$ cat config.mk
export PLATFORM = sky130hd
export DESIGN_NAME = adsr_envelope_generator_flat
export DESIGN_NICKNAME = d
export VERILOG_FILES = /design/src/sv/adsr_pkg.sv /design/src/sv/adsr_if.sv /design/src/sv/adsr_step_calc.sv /design/src/sv/adsr_envelope_generator.sv /design/src/flat_wrapper.sv
export VERILOG_INCLUDE_DIRS = /design/src /design/src/sv
export SDC_FILE = /design/constraint.sdc
export NUM_CORES = 1
export LEC_CHECK = 0
export BUFFER_PORTS_ARGS = -buffer_cell sky130_fd_sc_hd__buf_4
export CAP_MARGIN = 20
export CELL_PAD_IN_SITES_DETAIL_PLACEMENT = 1
export CELL_PAD_IN_SITES_GLOBAL_PLACEMENT = 1
export CORE_MARGIN = 4
export CORE_UTILIZATION = 30
export DETAILED_ROUTE_END_ITERATION = 8
export PLACE_DENSITY_LB_ADDON = 0.1
export SETUP_SLACK_MARGIN = 0.05
export SKIP_CTS_REPAIR_TIMING = 1
export SYNTH_ARGS = -nofsm -noshare
export SYNTH_HDL_FRONTEND = slang
export SYNTH_SLANG_ARGS = --single-unit
$ cat constraint.sdc
create_clock -name clk -period 5.4 [get_ports clk]
set_input_delay 0.54 -clock clk [delete_from_list [all_inputs] [get_ports clk]]
set_output_delay 0.54 -clock clk [all_outputs]
set_load 0.05 [all_outputs]
$ cat src/sv/adsr_envelope_generator_assert.svh
// Assertion macros for the envelope generator.
// ADSR_ASSERT_IMP: same-cycle implication, ADSR_ASSERT_NXT: next-cycle implication.
`ifndef ADSR_ENVELOPE_GENERATOR_ASSERT_SVH
`define ADSR_ENVELOPE_GENERATOR_ASSERT_SVH

`ifndef ASSERT_OFF
`define ADSR_ASSERT_IMP(lbl, ck, rn, ante, cons) \
  lbl: assert property (@(posedge ck) disable iff (!rn) (ante) |-> (cons)) \
    else $error("adsr assertion failed");
`define ADSR_ASSERT_NXT(lbl, ck, rn, ante, cons) \
  lbl: assert property (@(posedge ck) disable iff (!rn) (ante) |=> (cons)) \
    else $error("adsr assertion failed");
`else
`define ADSR_ASSERT_IMP(lbl, ck, rn, ante, cons)
`define ADSR_ASSERT_NXT(lbl, ck, rn, ante, cons)
`endif

`endif

$ cat src/sv/adsr_pkg.sv
package adsr_pkg;

  // Envelope level scale
  localparam int unsigned ACC_W    = 19;
  localparam int unsigned KNOB_W   = 8;
  localparam int unsigned LEVEL_W  = 8;
  localparam int unsigned PHASE_W  = 3;
  localparam int unsigned SUS_SHIFT = 11;
  localparam logic [ACC_W-1:0] ENV_CAP = 19'd522240;

  // Step widths
  localparam int unsigned ATK_W = 13;
  localparam int unsigned DEC_W = 19;
  localparam int unsigned REL_W = 13;

  // Step derivation constants
  localparam logic [12:0] ATK_NUM   = 13'd4874;
  localparam logic [6:0]  DEC_SCALE = 7'd107;
  localparam int unsigned REL_SHIFT = 19;

  // Shared divider geometry
  localparam int unsigned DIV_BITS = 32;
  localparam int unsigned DSR_W    = 19;
  localparam int unsigned CNT_W    = $clog2(DIV_BITS);

  // Knob reset values
  localparam logic [KNOB_W-1:0] ATTACK_RST  = 8'd3;
  localparam logic [KNOB_W-1:0] DECAY_RST   = 8'd20;
  localparam logic [KNOB_W-1:0] SUSTAIN_RST = 8'd200;
  localparam logic [KNOB_W-1:0] RELEASE_RST = 8'd20;

  // Configuration port
  localparam int unsigned PADDR_W = 4;
  localparam int unsigned PDATA_W = 32;

  typedef enum logic [1:0] {
    REG_ATTACK  = 2'd0,
    REG_DECAY   = 2'd1,
    REG_SUSTAIN = 2'd2,
    REG_RELEASE = 2'd3
  } reg_idx_t;

  // Phase codes seen on the result channel
  localparam logic [PHASE_W-1:0] PH_INACTIVE = 3'd0;
  localparam logic [PHASE_W-1:0] PH_ATTACK   = 3'd1;
  localparam logic [PHASE_W-1:0] PH_DECAY    = 3'd2;
  localparam logic [PHASE_W-1:0] PH_SUSTAIN  = 3'd3;
  localparam logic [PHASE_W-1:0] PH_RELEASE  = 3'd4;

  typedef enum logic [4:0] {
    ENV_INACTIVE = 5'b00001,
    ENV_ATTACK   = 5'b00010,
    ENV_DECAY    = 5'b00100,
    ENV_SUSTAIN  = 5'b01000,
    ENV_RELEASE  = 5'b10000
  } env_phase_t;

  typedef struct packed {
    logic [KNOB_W-1:0] attack;
    logic [KNOB_W-1:0] decay;
    logic [KNOB_W-1:0] sustain;
    logic [KNOB_W-1:0] rel;
  } adsr_knobs_t;

  typedef struct packed {
    logic             busy;
    logic [ATK_W-1:0] atk_step;
    logic [DEC_W-1:0] dec_step;
    logic [REL_W-1:0] rel_step;
  } adsr_steps_t;

  // knob*16 + 1
  function automatic logic [11:0] knob_div(input logic [KNOB_W-1:0] knob);
    return {knob, 4'b0001};
  endfunction

  function automatic logic [PHASE_W-1:0] phase_code(input env_phase_t ph);
    logic [PHASE_W-1:0] code;
    unique case (ph)
      ENV_INACTIVE: code = PH_INACTIVE;
      ENV_ATTACK:   code = PH_ATTACK;
      ENV_DECAY:    code = PH_DECAY;
      ENV_SUSTAIN:  code = PH_SUSTAIN;
      ENV_RELEASE:  code = PH_RELEASE;
      default:      code = PH_INACTIVE;
    endcase
    return code;
  endfunction

endpackage

$ cat src/sv/adsr_if.sv
// Command channel: valid/ready with one command item
interface adsr_in_if;
  logic valid;
  logic ready;
  logic command;
  logic gate;

  modport source (output valid, output command, output gate, input ready);
  modport sink   (input valid, input command, input gate, output ready);
endinterface

// Result channel: valid/ready with level and phase
interface adsr_out_if;
  logic       valid;
  logic       ready;
  logic [7:0] level;
  logic [2:0] phase;

  modport source (output valid, output level, output phase, input ready);
  modport sink   (input valid, input level, input phase, output ready);
endinterface

$ cat src/sv/adsr_step_calc.sv
module adsr_step_calc (
  input  logic                 clk,
  input  logic                 rst_n,
  input  logic                 recalc,
  input  adsr_pkg::adsr_knobs_t knobs,
  output adsr_pkg::adsr_steps_t steps
);
  import adsr_pkg::*;

  typedef enum logic [6:0] {
    S_IDLE     = 7'b0000001,
    S_LOAD_ATK = 7'b0000010,
    S_RUN_ATK  = 7'b0000100,
    S_LOAD_DEC = 7'b0001000,
    S_RUN_DEC  = 7'b0010000,
    S_LOAD_REL = 7'b0100000,
    S_RUN_REL  = 7'b1000000
  } calc_state_t;

  localparam logic [CNT_W-1:0] CNT_LAST = CNT_W'(DIV_BITS - 1);

  calc_state_t state_r, state_nxt;
  logic        req_r, req_nxt;

  // Restoring divider: dividend shifts out the top, quotient shifts in the bottom
  logic [DIV_BITS-1:0] dvd_r, dvd_nxt;
  logic [DSR_W-1:0]    rem_r, rem_nxt;
  logic [DSR_W-1:0]    dsr_r, dsr_nxt;
  logic [CNT_W-1:0]    cnt_r, cnt_nxt;

  logic [ATK_W-1:0] atk_r, atk_nxt;
  logic [DEC_W-1:0] dec_r, dec_nxt;
  logic [REL_W-1:0] rel_r, rel_nxt;

  logic [DSR_W:0]      rem_sh;
  logic                q_bit;
  logic [DIV_BITS-1:0] dvd_step;
  logic [DSR_W-1:0]    rem_step;
  logic [DSR_W-1:0]    dec_dsr;
  logic [20:0]         rel_prod;
  logic                run;
  logic                last;

  // One divider iteration
  always_comb begin
    rem_sh   = {rem_r, dvd_r[DIV_BITS-1]};
    q_bit    = (rem_sh >= {1'b0, dsr_r});
    rem_step = q_bit ? DSR_W'(rem_sh - {1'b0, dsr_r}) : rem_sh[DSR_W-1:0];
    dvd_step = {dvd_r[DIV_BITS-2:0], q_bit};
  end

  // Operand products, registered into the divider on load
  always_comb begin
    dec_dsr  = DSR_W'(knob_div(knobs.decay)) * DSR_W'(DEC_SCALE);
    rel_prod = 21'(knobs.sustain) * 21'(ATK_NUM);
  end

  assign run  = (state_r == S_RUN_ATK) || (state_r == S_RUN_DEC) || (state_r == S_RUN_REL);
  assign last = run && (cnt_r == CNT_LAST);

  // Sequencer
  always_comb begin
    state_nxt = state_r;
    req_nxt   = req_r | recalc;
    dvd_nxt   = dvd_r;
    rem_nxt   = rem_r;
    dsr_nxt   = dsr_r;
    cnt_nxt   = cnt_r;
    atk_nxt   = atk_r;
    dec_nxt   = dec_r;
    rel_nxt   = rel_r;

    if (run) begin
      dvd_nxt = dvd_step;
      rem_nxt = rem_step;
      cnt_nxt = cnt_r + 1'b1;
    end

    unique case (state_r)
      S_IDLE: begin
        if (req_r) begin
          req_nxt   = recalc;
          state_nxt = S_LOAD_ATK;
        end
      end
      S_LOAD_ATK: begin
        dvd_nxt   = DIV_BITS'(ATK_NUM);
        dsr_nxt   = DSR_W'(knob_div(knobs.attack));
        rem_nxt   = '0;
        cnt_nxt   = '0;
        state_nxt = S_RUN_ATK;
      end
      S_RUN_ATK: begin
        if (last) begin
          atk_nxt   = dvd_step[ATK_W-1:0];
          state_nxt = S_LOAD_DEC;
        end
      end
      S_LOAD_DEC: begin
        // (255 - sustain) << 11 equals cap minus sustain level
        dvd_nxt   = DIV_BITS'({8'd255 - knobs.sustain, {SUS_SHIFT{1'b0}}});
        dsr_nxt   = dec_dsr;
        rem_nxt   = '0;
        cnt_nxt   = '0;
        state_nxt = S_RUN_DEC;
      end
      S_RUN_DEC: begin
        if (last) begin
          dec_nxt   = dvd_step[DEC_W-1:0];
          state_nxt = S_LOAD_REL;
        end
      end
      S_LOAD_REL: begin
        dvd_nxt   = {rel_prod, {SUS_SHIFT{1'b0}}};
        dsr_nxt   = DSR_W'(knob_div(knobs.rel));
        rem_nxt   = '0;
        cnt_nxt   = '0;
        state_nxt = S_RUN_REL;
      end
      S_RUN_REL: begin
        if (last) begin
          rel_nxt   = dvd_step[REL_SHIFT +: REL_W];
          state_nxt = S_IDLE;
        end
      end
      default: state_nxt = S_IDLE;
    endcase
  end

  // Control state
  always_ff @(posedge clk) begin
    if (!rst_n) begin
      state_r <= S_IDLE;
      req_r   <= 1'b1;
    end else begin
      state_r <= state_nxt;
      req_r   <= req_nxt;
    end
  end

  // Datapath
  always_ff @(posedge clk) begin
    dvd_r <= dvd_nxt;
    rem_r <= rem_nxt;
    dsr_r <= dsr_nxt;
    cnt_r <= cnt_nxt;
    atk_r <= atk_nxt;
    dec_r <= dec_nxt;
    rel_r <= rel_nxt;
  end

  assign steps.busy     = (state_r != S_IDLE) || req_r;
  assign steps.atk_step = atk_r;
  assign steps.dec_step = dec_r;
  assign steps.rel_step = rel_r;

endmodule

$ cat src/sv/adsr_envelope_generator.sv
// Linear ADSR envelope generator. Each transfer on the command channel is a gate
// update (command 0) or one envelope tick (command 1), and yields exactly one
// transfer of level and phase on the result channel, in order. Once the step unit
// is idle the block takes one command per cycle: the envelope update is a single
// add or subtract with a compare between the command handshake and the result
// register, and a new command is taken in the same cycle that a waiting result is
// taken. The attack, decay and release steps come from a shared restoring divider
// run three times in sequence; after reset and after every knob write over the
// APB port the command channel holds ready low while the steps are recomputed.
// Knob writes are meant for idle periods.
`include "adsr_envelope_generator_assert.svh"

module adsr_envelope_generator (
  input  logic                           clk,
  input  logic                           rst_n,
  adsr_in_if.sink                        in_ch,
  adsr_out_if.source                     out_ch,
  input  logic                           cfg_psel,
  input  logic                           cfg_penable,
  input  logic                           cfg_pwrite,
  input  logic [adsr_pkg::PADDR_W-1:0]   cfg_paddr,
  input  logic [adsr_pkg::PDATA_W-1:0]   cfg_pwdata,
  output logic [adsr_pkg::PDATA_W-1:0]   cfg_prdata,
  output logic                           cfg_pready
);
  import adsr_pkg::*;

  adsr_knobs_t knobs_r, knobs_nxt;
  adsr_steps_t steps;
  reg_idx_t    cfg_idx;
  logic        cfg_wr;

  logic             gate_r, gate_nxt;
  env_phase_t       phase_r, phase_nxt;
  logic [ACC_W-1:0] acc_r, acc_nxt;

  logic               out_valid_r;
  logic [LEVEL_W-1:0] level_r;
  logic [PHASE_W-1:0] phase_out_r;

  logic             in_xfer;
  logic [ACC_W-1:0] sus_lvl;
  logic [ACC_W:0]   atk_sum;
  logic [ACC_W-1:0] dec_acc;
  logic [ACC_W-1:0] rel_ext;

  // APB register file
  assign cfg_pready = 1'b1;
  assign cfg_wr     = cfg_psel && cfg_penable && cfg_pwrite;
  assign cfg_idx    = reg_idx_t'(cfg_paddr[3:2]);

  always_comb begin
    knobs_nxt = knobs_r;
    if (cfg_wr) begin
      unique case (cfg_idx)
        REG_ATTACK:  knobs_nxt.attack  = cfg_pwdata[KNOB_W-1:0];
        REG_DECAY:   knobs_nxt.decay   = cfg_pwdata[KNOB_W-1:0];
        REG_SUSTAIN: knobs_nxt.sustain = cfg_pwdata[KNOB_W-1:0];
        REG_RELEASE: knobs_nxt.rel     = cfg_pwdata[KNOB_W-1:0];
        default:     knobs_nxt = knobs_r;
      endcase
    end
  end

  always_comb begin
    unique case (cfg_idx)
      REG_ATTACK:  cfg_prdata = PDATA_W'(knobs_r.attack);
      REG_DECAY:   cfg_prdata = PDATA_W'(knobs_r.decay);
      REG_SUSTAIN: cfg_prdata = PDATA_W'(knobs_r.sustain);
      REG_RELEASE: cfg_prdata = PDATA_W'(knobs_r.rel);
      default:     cfg_prdata = '0;
    endcase
  end

  always_ff @(posedge clk) begin
    if (!rst_n) begin
      knobs_r <= '{attack: ATTACK_RST, decay: DECAY_RST,
                   sustain: SUSTAIN_RST, rel: RELEASE_RST};
    end else begin
      knobs_r <= knobs_nxt;
    end
  end

  // Step derivation
  adsr_step_calc u_step_calc (
    .clk    (clk),
    .rst_n  (rst_n),
    .recalc (cfg_wr),
    .knobs  (knobs_r),
    .steps  (steps)
  );

  // Handshake: output register frees when taken
  assign in_ch.ready = !steps.busy && (!out_valid_r || out_ch.ready);
  assign in_xfer     = in_ch.valid && in_ch.ready;

  // Envelope update
  always_comb begin
    sus_lvl   = {knobs_r.sustain, {SUS_SHIFT{1'b0}}};
    atk_sum   = {1'b0, acc_r} + (ACC_W + 1)'(steps.atk_step);
    dec_acc   = (acc_r >= steps.dec_step) ? (acc_r - steps.dec_step) : '0;
    rel_ext   = ACC_W'(steps.rel_step);
    gate_nxt  = gate_r;
    phase_nxt = phase_r;
    acc_nxt   = acc_r;

    if (!in_ch.command) begin
      // Gate edges only
      if (in_ch.gate && !gate_r) begin
        gate_nxt  = 1'b1;
        phase_nxt = ENV_ATTACK;
      end else if (!in_ch.gate && gate_r) begin
        gate_nxt  = 1'b0;
        phase_nxt = ENV_RELEASE;
      end
    end else begin
      unique case (phase_r)
        ENV_ATTACK: begin
          if (atk_sum > (ACC_W + 1)'(ENV_CAP)) begin
            acc_nxt   = ENV_CAP;
            phase_nxt = ENV_DECAY;
          end else begin
            acc_nxt = atk_sum[ACC_W-1:0];
          end
        end
        ENV_DECAY: begin
          if (dec_acc <= sus_lvl) begin
            acc_nxt   = sus_lvl;
            phase_nxt = ENV_SUSTAIN;
          end else begin
            acc_nxt = dec_acc;
          end
        end
        ENV_RELEASE: begin
          if (acc_r >= rel_ext) begin
            acc_nxt = acc_r - rel_ext;
          end else begin
            acc_nxt   = '0;
            phase_nxt = ENV_INACTIVE;
          end
        end
        ENV_INACTIVE, ENV_SUSTAIN: begin
          acc_nxt = acc_r;
        end
        default: phase_nxt = phase_r;
      endcase
    end
  end

  // Envelope state
  always_ff @(posedge clk) begin
    if (!rst_n) begin
      gate_r  <= 1'b0;
      phase_r <= ENV_INACTIVE;
      acc_r   <= '0;
    end else if (in_xfer) begin
      gate_r  <= gate_nxt;
      phase_r <= phase_nxt;
      acc_r   <= acc_nxt;
    end
  end

  // Result register
  always_ff @(posedge clk) begin
    if (!rst_n) begin
      out_valid_r <= 1'b0;
    end else if (in_xfer) begin
      out_valid_r <= 1'b1;
    end else if (out_ch.ready) begin
      out_valid_r <= 1'b0;
    end
  end

  always_ff @(posedge clk) begin
    if (in_xfer) begin
      level_r     <= acc_nxt[ACC_W-1 -: LEVEL_W];
      phase_out_r <= phase_code(phase_nxt);
    end
  end

  assign out_ch.valid = out_valid_r;
  assign out_ch.level = level_r;
  assign out_ch.phase = phase_out_r;

  // Checks
  `ADSR_ASSERT_IMP(a_acc_cap, clk, rst_n, 1'b1, acc_r <= ENV_CAP)
  `ADSR_ASSERT_IMP(a_inactive_zero, clk, rst_n, phase_r == ENV_INACTIVE, acc_r == '0)
  `ADSR_ASSERT_NXT(a_cfg_blocks_cmd, clk, rst_n, cfg_wr, !in_ch.ready)

endmodule
$ cat src/flat_wrapper.sv
// flat-port wrapper written by rule: the top's interface ports become plain ports
module adsr_envelope_generator_flat import adsr_pkg::*;
  (clk, rst_n, cfg_psel, cfg_penable, cfg_pwrite, cfg_paddr, cfg_pwdata, cfg_prdata, cfg_pready, in_ch_valid, in_ch_command, in_ch_gate, in_ch_ready, out_ch_valid, out_ch_level, out_ch_phase, out_ch_ready);
  adsr_in_if in_ch_i ();
  adsr_out_if out_ch_i ();
  input  logic clk;
  input  logic rst_n;
  input  logic cfg_psel;
  input  logic cfg_penable;
  input  logic cfg_pwrite;
  input  logic [adsr_pkg::PADDR_W-1:0] cfg_paddr;
  input  logic [adsr_pkg::PDATA_W-1:0] cfg_pwdata;
  output logic [adsr_pkg::PDATA_W-1:0] cfg_prdata;
  output logic cfg_pready;
  input wire logic [$bits(in_ch_i.valid)-1:0] in_ch_valid;
  input wire logic [$bits(in_ch_i.command)-1:0] in_ch_command;
  input wire logic [$bits(in_ch_i.gate)-1:0] in_ch_gate;
  output wire logic [$bits(in_ch_i.ready)-1:0] in_ch_ready;
  output wire logic [$bits(out_ch_i.valid)-1:0] out_ch_valid;
  output wire logic [$bits(out_ch_i.level)-1:0] out_ch_level;
  output wire logic [$bits(out_ch_i.phase)-1:0] out_ch_phase;
  input wire logic [$bits(out_ch_i.ready)-1:0] out_ch_ready;
  assign in_ch_i.valid = in_ch_valid;
  assign in_ch_i.command = in_ch_command;
  assign in_ch_i.gate = in_ch_gate;
  assign in_ch_ready = in_ch_i.ready;
  assign out_ch_valid = out_ch_i.valid;
  assign out_ch_level = out_ch_i.level;
  assign out_ch_phase = out_ch_i.phase;
  assign out_ch_i.ready = out_ch_ready;
  adsr_envelope_generator u_core (.clk(clk), .rst_n(rst_n), .in_ch(in_ch_i), .out_ch(out_ch_i), .cfg_psel(cfg_psel), .cfg_penable(cfg_penable), .cfg_pwrite(cfg_pwrite), .cfg_paddr(cfg_paddr), .cfg_pwdata(cfg_pwdata), .cfg_prdata(cfg_prdata), .cfg_pready(cfg_pready));
endmodule
==> results.md <==
* Status: finished, violations left
* Failing checks: negative setup slack
* Ys flop type: edfxtp_1
* Relative slew slack at 0.1997
* Critical path peak fanout at 4
* FP Rows at 80
* Ys Warns at 0
* Post-synth EDFFs at between 100 and 150
* Period utilization at 1.036
* Avg Cell Area, Syn at 9.297 sq um
* Overflow after GRT at 0
* XOR/XNOR share of the synthesized area at 0.04406
* Leak at roughly 7.5 nW
* Worst hold margin at between 0.3 and 0.4 ns
* Pre-CTS WS at -0.4565 ns
* Clock sink count at ~200
* Hold Path Class: input pin to flip-flop
* Initial Utilization at 0.3040
* Die width at around 230 um
* Mux cell area share after synthesis at 0.03888
* Drt wl/cell at roughly 20 um
* Final setup viols at 11
* First-pass GRT wire length at ~70000 um
* Pin count of the biggest net entering global routing at 38
* Syn Inst Count at around 1600
* Design Area, Final at roughly 17000 sq um
* Most frequent cell on the critical path: inv_2
* DIE AREA at between 50000 and 60000 sq um
* GPL Wtd Cong at 0.8696
* Mapped Area at ~15000 sq um
* PnR worst setup slack at -0.1938 ns
* PD cells at a little over 200 nW/um^2
* Core ar. at 47750 sq um
* Post-Synth Simple-Gate Area at 0.1342
* Max VDD drop at about 140 uV
* Max-cap violations at 0
* Startpoint Class: flip-flop
* Crit path DAT at between 5 and 6 ns
* Combinational family with the most area after synthesis: compound AO/OA/AOI/OAI gates
* Total CTS buffers at 17
* Most common cell after layout, fill and taps aside: ha_1
* Wirelength, routed at roughly 46000 um
* Clock transition at path regs at approximately 0.080 ns
* Crit. End Element: flip-flop
* Synth Register Bits at ~200
* Worst Skew at 0.01628 ns
* FF-to-FF setup slack at -0.19 ns
* Io pins at roughly 90
* Adder-Cell Fraction of Synth Area at 0.1845
* Post-layout min period at about 5.6 ns
* ANT nets after route at 0
* RSZ-0062 raised after global routing: yes
* Placed Area at 16070 sq um
* All-Layer GR Usage at 0.1758
* Final hold vios at 0
* Layout cells sized above 1 at 0.1404
* Detailed Routing Iterations Pass 1 at 5
* Input/output buffers at 39
* Worst r2r path cells at 25
* Fmax at approximately 0.18 GHz
* Initial antenna violation count at 0
* N_diodes at 0
* WS Path Type: flip-flop to flip-flop
* Crit path buf inv count at 4
* Slew @ Worst Pin at between 1 and 1.5 ns
* Crit-path slowest cell: or4_4
* Die Ht at approximately 230 um
* R2r endpoint: u_core.out_ch.level[4]
* Latest clock arrival within the worst-skew pair at 0.48 ns
* Initial drt markers at approximately 560
* Clock Tree Buf Depth at 2
* Total Power at 3.440 mW
* Net count, final at around 1900
* Hold Crit Depth at 3
* DRC Markers at 0
* Async SR Flop Fraction at 0
* Top Family by Delay on Critical Path: compound AO/OA/AOI/OAI gates
* Hold EP: u_core.knobs_r[20]
* Reg2reg start: u_core.acc_r[0]
* Synth-to-Final Area Change at 16.24%
* Crit path largest cell delay at ~0.49 ns
* CTS tree: built
* DP Wirelength at about 36000 um
* Commonest non-fill, non-tap cells in the layout: ha_1, inv_1, buf_4, nor2_1
* Pins over their slew limit at 0
* CTS root buf: clkbuf_16
* Worst Hold Launch: cfg_pwdata[4]
* Fin cells at 2303
* Vias in the first global route at about 12000
* Vias per inst at between 5 and 6
* Synth Area in Compound Gates at 0.1856
* CTS H-tree depth at 4
* Register area share after synthesis at 0.3414
* Via count at between 10000 and 15000
* Placed cell count at roughly 2300
* Req. time, crit path at 5.64 ns
* Synth unique cells at 83
## cells in the mapped netlist, drive strengths merged, types with 31 or more instances
cell type	count	area (sq um)
dfxtp	90	1802
a21o	31	232.7
clkbuf	45	168.9
ha	174	2177
inv	171	641.9
nor2	112	420.4
xor2	36	315.3
mux2i	35	350.3
a21oi	81	405.4
o21ai	93	469.2
nand2	106	397.9
nor3	32	160.2
edfxtp	105	3153
xnor2	37	324.1
nand3	32	160.2
## cell families after synthesis
kind of cell	count (synthesis)
AND/OR/NAND/NOR	403
AO/OA/AOI/OAI	396
buffers and inverters	247
adder cells (fa/ha/maj)	199
flip-flops	195
XOR/XNOR	73
multiplexers	46
other	2
## report_power, final
part           switching [mW]  internal, mW  total [mW]
clock                   0.621         0.630        1.25
combinational           0.336         0.176       0.512
sequential             0.0437          1.63        1.68
total                    1.00          2.44        3.44
## routing by layer
layer,track usage,wire length [um],up-vias
met5,0,0,-
met4,0.03712,571,0
met3,0.02919,1151,35
met2,0.2765,20440,125
met1,0.2552,23440,5861
li1,-,-,5812
## flip-flops by register name, summed over array words and instances (netlist names), 3 cells and up
name and cells:
u_core.acc_r 19, u_core.knobs_r 32, u_core.out_ch.level 8, u_core.out_ch.phase 3
u_core.phase_r 5, u_core.u_step_calc.atk_r 13, u_core.u_step_calc.cnt_r 5, u_core.u_step_calc.dec_r 19
u_core.u_step_calc.dsr_r 17, u_core.u_step_calc.dvd_r 32, u_core.u_step_calc.rel_r 13, u_core.u_step_calc.rem_r 19
u_core.u_step_calc.state_r 7
## cell type report
| cell class | count | area [sq um] |
|---|---|---|
| Fill cell | 5443 | 30880 |
| Inverter | 172 | 645.6 |
| Clock buffer | 21 | 450.4 |
| Clock inverter | 11 | 92.59 |
| Multi-Input combinational cell | 1143 | 8848 |
| Timing Repair Buffer | 146 | 1107 |
| Sequential cell | 195 | 4956 |
| Tap cell | 615 | 769.5 |
## worst register-to-register path: cells and delay by family (launching register included)
family,cells,cell delay [ns]
AOI/OAI and AO/OA,9,1.89
and+or+nand+nor,7,1.54
adders and majority gates,3,0.80
buffers and inverters,4,0.38
DFF,1,0.34
muxes,1,0.30
xor gates and xnor gates,1,0.10
## through the flow
| stage | setup TNS, ns | util |
|---|---|---|
| 6_report | -1.098 | 0.3533 |
| 5_1_grt | -5.885 | 0.3533 |
| 4_1_cts | -7.620 | 0.3479 |
| 3_5_place_dp | -6.599 | 0.3366 |
| 3_3_place_gp | -3.307 | 0.3366 |
| 2_1_floorplan | 0 | - |
## worst max-delay path by stage
stage	start	to	slack [ns]	cells past startpoint
after CTS	u_core.acc_r[1]	u_core.out_ch.phase[2]	-0.50	22
after floorplan	u_core.acc_r[0]	u_core.out_ch.phase[1]	0.06	25
final	u_core.acc_r[0]	u_core.out_ch.level[4]	-0.19	25
after global routing	u_core.acc_r[0]	u_core.out_ch.phase[1]	-0.41	24
after global placement	u_core.acc_r[1]	u_core.out_ch.phase[1]	-0.32	22
after detailed placement	u_core.u_step_calc.dec_r[1]	u_core.out_ch.phase[2]	-0.46	23
(Power assumes the default switching activity.)
